$ cat src/sv/dtw_pkg.sv
// ----------------------------------------------------------------------------
// dtw_pkg: shared types and constants for the DTW distance engine
// Sizes of the sample stores, cost words and square-root unit, the item
// structs of both channels and the controller/datapath command and status.
// ----------------------------------------------------------------------------
package dtw_pkg;

   // storage sizing
   localparam int MAX_LEN  = 256;
   localparam int IDX_W    = $clog2(MAX_LEN);
   localparam int LEN_W    = $clog2(MAX_LEN + 1);
   localparam int SAMPLE_W = 16;
   localparam int DIFF_W   = 16;

   // cost word: path of at most 2*MAX_LEN cells, plus headroom for the
   // unreachable marker
   localparam int COST_W   = DIFF_W + 1 + $clog2(2 * MAX_LEN);

   // result fields
   localparam int TOTAL_W  = 25;
   localparam int DIST_W   = 17;
   localparam logic [TOTAL_W-1:0] COST_MAX = {TOTAL_W{1'b1}};
   localparam logic [DIST_W-1:0]  DIST_MAX = {DIST_W{1'b1}};

   // digit-by-digit square root of cost * 256
   localparam int ROOT_W   = (COST_W + 8 + 1) / 2;
   localparam int RAD_W    = 2 * ROOT_W;
   localparam int REM_W    = ROOT_W + 2;
   localparam int ITER_W   = $clog2(ROOT_W);

   typedef struct packed {
      logic                       series_sel;
      logic signed [SAMPLE_W-1:0] sample;
      logic                       last;
   } req_type;

   typedef struct packed {
      logic [TOTAL_W-1:0] total_cost;
      logic [DIST_W-1:0]  distance;
      logic               status;
   } rsp_type;

   typedef enum logic [2:0] {
      ST_LOAD,
      ST_ROW,
      ST_FILL,
      ST_RINIT,
      ST_ROOT,
      ST_EMIT
   } state_type;

   typedef struct packed {
      logic load;    // accept an item into the stores
      logic row;     // open a table row
      logic fill;    // compute one table entry
      logic rinit;   // load the square-root unit
      logic rstep;   // one square-root digit
      logic emit;    // register the result and clear the pair
   } cmd_type;

   typedef struct packed {
      logic ends_pair;  // item on the request port ends series 1
      logic len0_zero;  // series 0 is empty
      logic col_last;   // current column is the last one
      logic row_last;   // current row is the last one
      logic root_last;  // final square-root digit
   } stat_type;

endpackage

$ cat src/sv/dtw_ctrl.sv
// ----------------------------------------------------------------------------
// dtw_ctrl: sequencer of the DTW distance engine
// Loads samples, walks the table row by row, runs the square root, emits.
// ----------------------------------------------------------------------------
module dtw_ctrl import dtw_pkg::*; (
   input  logic     clock,
   input  logic     reset,
   input  logic     start,
   input  stat_type stat,
   output cmd_type  cmd,
   output logic     busy,
   output logic     rsp_valid
);

   state_type state_ff, state_in;
   logic      valid_ff, valid_in;

   // next state
   always_comb begin
      state_in = state_ff;
      case (state_ff)
         ST_LOAD: begin
            if (start && stat.ends_pair) begin
               state_in = stat.len0_zero ? ST_EMIT : ST_ROW;
            end
         end
         ST_ROW: begin
            state_in = ST_FILL;
         end
         ST_FILL: begin
            if (stat.col_last) begin
               state_in = stat.row_last ? ST_RINIT : ST_ROW;
            end
         end
         ST_RINIT: begin
            state_in = ST_ROOT;
         end
         ST_ROOT: begin
            if (stat.root_last) begin
               state_in = ST_EMIT;
            end
         end
         ST_EMIT: begin
            state_in = ST_LOAD;
         end
         default: begin
            state_in = ST_LOAD;
         end
      endcase
   end

   // outputs
   always_comb begin
      cmd  = '0;
      busy = 1'b1;
      case (state_ff)
         ST_LOAD: begin
            busy     = 1'b0;
            cmd.load = start;
         end
         ST_ROW:   cmd.row   = 1'b1;
         ST_FILL:  cmd.fill  = 1'b1;
         ST_RINIT: cmd.rinit = 1'b1;
         ST_ROOT:  cmd.rstep = 1'b1;
         ST_EMIT:  cmd.emit  = 1'b1;
         default:  cmd       = '0;
      endcase
   end

   // strobe the result in the cycle after emit
   assign valid_in = cmd.emit;

   always_ff @(posedge clock) begin
      if (reset) begin
         state_ff <= ST_LOAD;
         valid_ff <= 1'b0;
      end else begin
         state_ff <= state_in;
         valid_ff <= valid_in;
      end
   end

   assign rsp_valid = valid_ff;

endmodule

$ cat config.mk
export PLATFORM = sky130hd
export DESIGN_NAME = dtw_ctrl
export DESIGN_NICKNAME = d
export VERILOG_FILES = /design/src/sv/dtw_pkg.sv /design/src/sv/dtw_ctrl.sv
export SDC_FILE = /design/constraint.sdc
export NUM_CORES = 1
export LEC_CHECK = 0
export ABC_AREA = 1
export BUFFER_PORTS_ARGS = -buffer_cell sky130_fd_sc_hd__clkbuf_2
export CAP_MARGIN = 20
export CORE_AREA = 5 5 42 44
export CTS_CLUSTER_SIZE = 20
export DETAILED_ROUTE_END_ITERATION = 10
export DIE_AREA = 0 0 47 49
export HOLD_SLACK_MARGIN = 0.1
export PLACE_DENSITY_LB_ADDON = 0.1
export SLEW_MARGIN = 10
export SYNTH_ARGS = -nofsm -noshare
export SYNTH_HDL_FRONTEND = slang
export SYNTH_SLANG_ARGS = --single-unit
$ cat constraint.sdc
create_clock -name clock -period 1.8 [get_ports clock]
set_clock_uncertainty 0.15 [all_clocks]
set_input_delay 0.36 -clock clock [delete_from_list [all_inputs] [get_ports clock]]
set_output_delay 0.36 -clock clock [all_outputs]
set_load 0.02 [all_outputs]
==> reports/summary.txt <==
Final antenna-violating net count: 0
Register area share after synthesis: 29.6%
FF+latch count, synth: 4
Die width: 47 um
Post-CTS sizing: 0
Max_cap viols: 0
CP arrival: 1.11 ns
I/O Pins: 16
Synth warn: 0
Vias in the first global route: 261
Metal2 WL: 347 um
Wl on met1: 313 um
Netlist Area Pre-Place: 270 sq um
P_int: 0.348 mW
Post-DP Area: 358 sq um
Total grt overflow: 0
Worst r2r src: state_ff[2]
Setup Viol. Count Final: 0
Finished Cell Area: 380 sq um
Dominant cells by area after synthesis: dfxtp_1 (30%), nor2_1 (15%), nand2_1 (14%)
Period utilisation layout: 90.1%
Final WL: 702 um
Vias: 306
Share of cells above drive strength 1: 36.5%
Die area: 2300 sq um
GRT Resource Usage Total: 6.40%
Synth top area share: 29.6%
CTS Sinks: 4
Syn_nets: 54
Final cell count without fillers: 79
DR iter-0 viols: 2
CTS Buf Count: 3
CP Launch Type: register
Period minus WS final: 1.62 ns
Post-CTS setup buffers: 0
Pwr dens: 1960 nW/um^2
Worst flop-to-flop path endpoint: state_ff[1]
Post-placement cell count: 76
Number of core rows: 14
Leakage Power: 0.237 nW
Run status: finished, final reports clean
Slew Limit Fails: 0
Initial Utilization: 19.3%
Hold_buf cts: 0
Post-DP HPWL: 616 um
Hold Crit Endpoint: state_ff[0]
Most common cell after layout, fill and taps aside: clkbuf_2
CTS Buffer Depth: 2
Peak VDD IR: 0.000366 V
Routed met3 length: 41 um
Initial antenna violation count: 0
Reg2reg setup slack: 0.55 ns
Most frequent cells in the layout: clkbuf_2 (15), nor2_1 (11), nand2_1 (10)
CTS H-tree lvls: 1
DP Worst Slack: 0.411 ns
Wire per inst: 8.89 um
Drt pass-1 iters: 2
Largest net degree at the start of global routing: 9
Chip height: 49 um
Fmax: 0.617 GHz
Worst hold path type: in2reg
TritonCTS clock tree: done
Layout area overhead: 40.7%
R2r worst-path depth: 7
Max Used Layer: met3
RePlAce Congestion: 0.724
Worst slew pin tran: 0.247 ns
Setup WS post-layout: 0.178 ns
Root Buffer Master: clkbuf_4
Sw Ratio: 53.2%
Post-Syn Instances: 46
Seq pwr share: 22.1%
Nets: 73
Mean post-synth cell area: 5.88 sq um
CP max FO: 4
Crit Path Class: reg2out
Comb power frac: 62.8%
Input/output buffers: 15
Final Hold Fails: 0
Crit end category: primary output
Yosys top cell by area: dfxtp_1
Critical Path RT: 1.29 ns
DRC: 0
Slew margin rel.: 83.3%
Clock network fraction of design power: 15.1%
Yosys cell types: 16
N_diodes: 0
Clk pin slew, worst setup/hold paths: 0.04 ns
First-pass GRT wire length: 1020 um
RSZ-0062 raised after global routing: false
Switching power: 0.396 mW
Hold path startpoint: reset
Worst-Skew Late Latency: 0.23 ns
Core Area: 1400 sq um
Vias per cell: 3.87
Hold_ws: 0.181 ns
Setup TNS: 0 ns
WHS Path Cells: 2
[worst max-delay path: stages (launching register included)]
cell	delay, ns
dfxtp_1	0.36
inv_1	0.09
nor2_1	0.13
nand2_1	0.09
inv_1	0.05
clkbuf_2	0.16
[through the flow]
step	util (%)	power (mW)
final	27.1	0.745
after global routing	27.1	0.815
after CTS	27.1	0.757
after detailed placement	25.5	0.639
after global placement	25.5	0.648
after floorplan	-	0.507
[state kept, by name, summed over array words and instances, names as in the netlist]
signal	flops
state_ff	3
rsp_valid	1
[layout make-up]
type	instances	area, sq um
flip-flops and latches	4	80.1
fillers	174	1020
inverters	10	37.5
clock buffers	3	22.5
multi-input cells	31	145
well taps	16	20.0
repair buffers	15	75.1
[metal layers]
| layer | GRT usage [%] | vias up |
|---|---|---|
| li1 | - | 171 |
| met1 | 7.00 | 129 |
| met2 | 9.05 | 6 |
| met3 | 2.58 | 0 |
| met4 | 5.53 | 0 |
| met5 | 0 | - |
[cells by family (layout without fill, tap and decap cells)]
family | count (synthesis) | after routing | share of synthesized area (%)
and+or+nand+nor | 28 | 28 | 47.7
buffers and inverters | 11 | 28 | 16.7
DFF | 4 | 4 | 29.6
AOI/OAI and AO/OA | 3 | 3 | 6.02
[power groups by stage]
stage          clock (mW)  combinational, mW  sequential, mW
3_5_place_dp            0              0.472           0.167
6_report            0.112              0.467           0.165
5_1_grt             0.126              0.519           0.170
3_3_place_gp            0              0.479           0.169
2_1_floorplan           0              0.349           0.158
4_1_cts             0.118              0.474           0.165
[Yosys cell counts]
| master | number |
|---|---|
| buf_4 | 1 |
| dfxtp_1 | 4 |
| inv_1 | 9 |
| inv_2 | 1 |
| nand2_1 | 10 |
| nand2_2 | 1 |
| nand3_1 | 1 |
| nand3_2 | 1 |
| nand3b_1 | 1 |
| nor2_1 | 11 |
| nor2_2 | 1 |
| nor3_1 | 1 |
| nor3_2 | 1 |
| o21ai_0 | 1 |
| o21ai_1 | 1 |
| o22ai_1 | 1 |
[how the worst max path moves through the flow]
stage                           start     end  slack [ns]
after floorplan           state_ff[1]  cmd[5]        0.34
after global placement    state_ff[1]  cmd[3]        0.35
after detailed placement  state_ff[1]  cmd[3]        0.41
after CTS                 state_ff[1]  cmd[3]        0.15
after global routing      state_ff[1]  cmd[3]        0.02
final                     state_ff[1]  cmd[3]        0.18
Power figures use the tool's default switching activity.
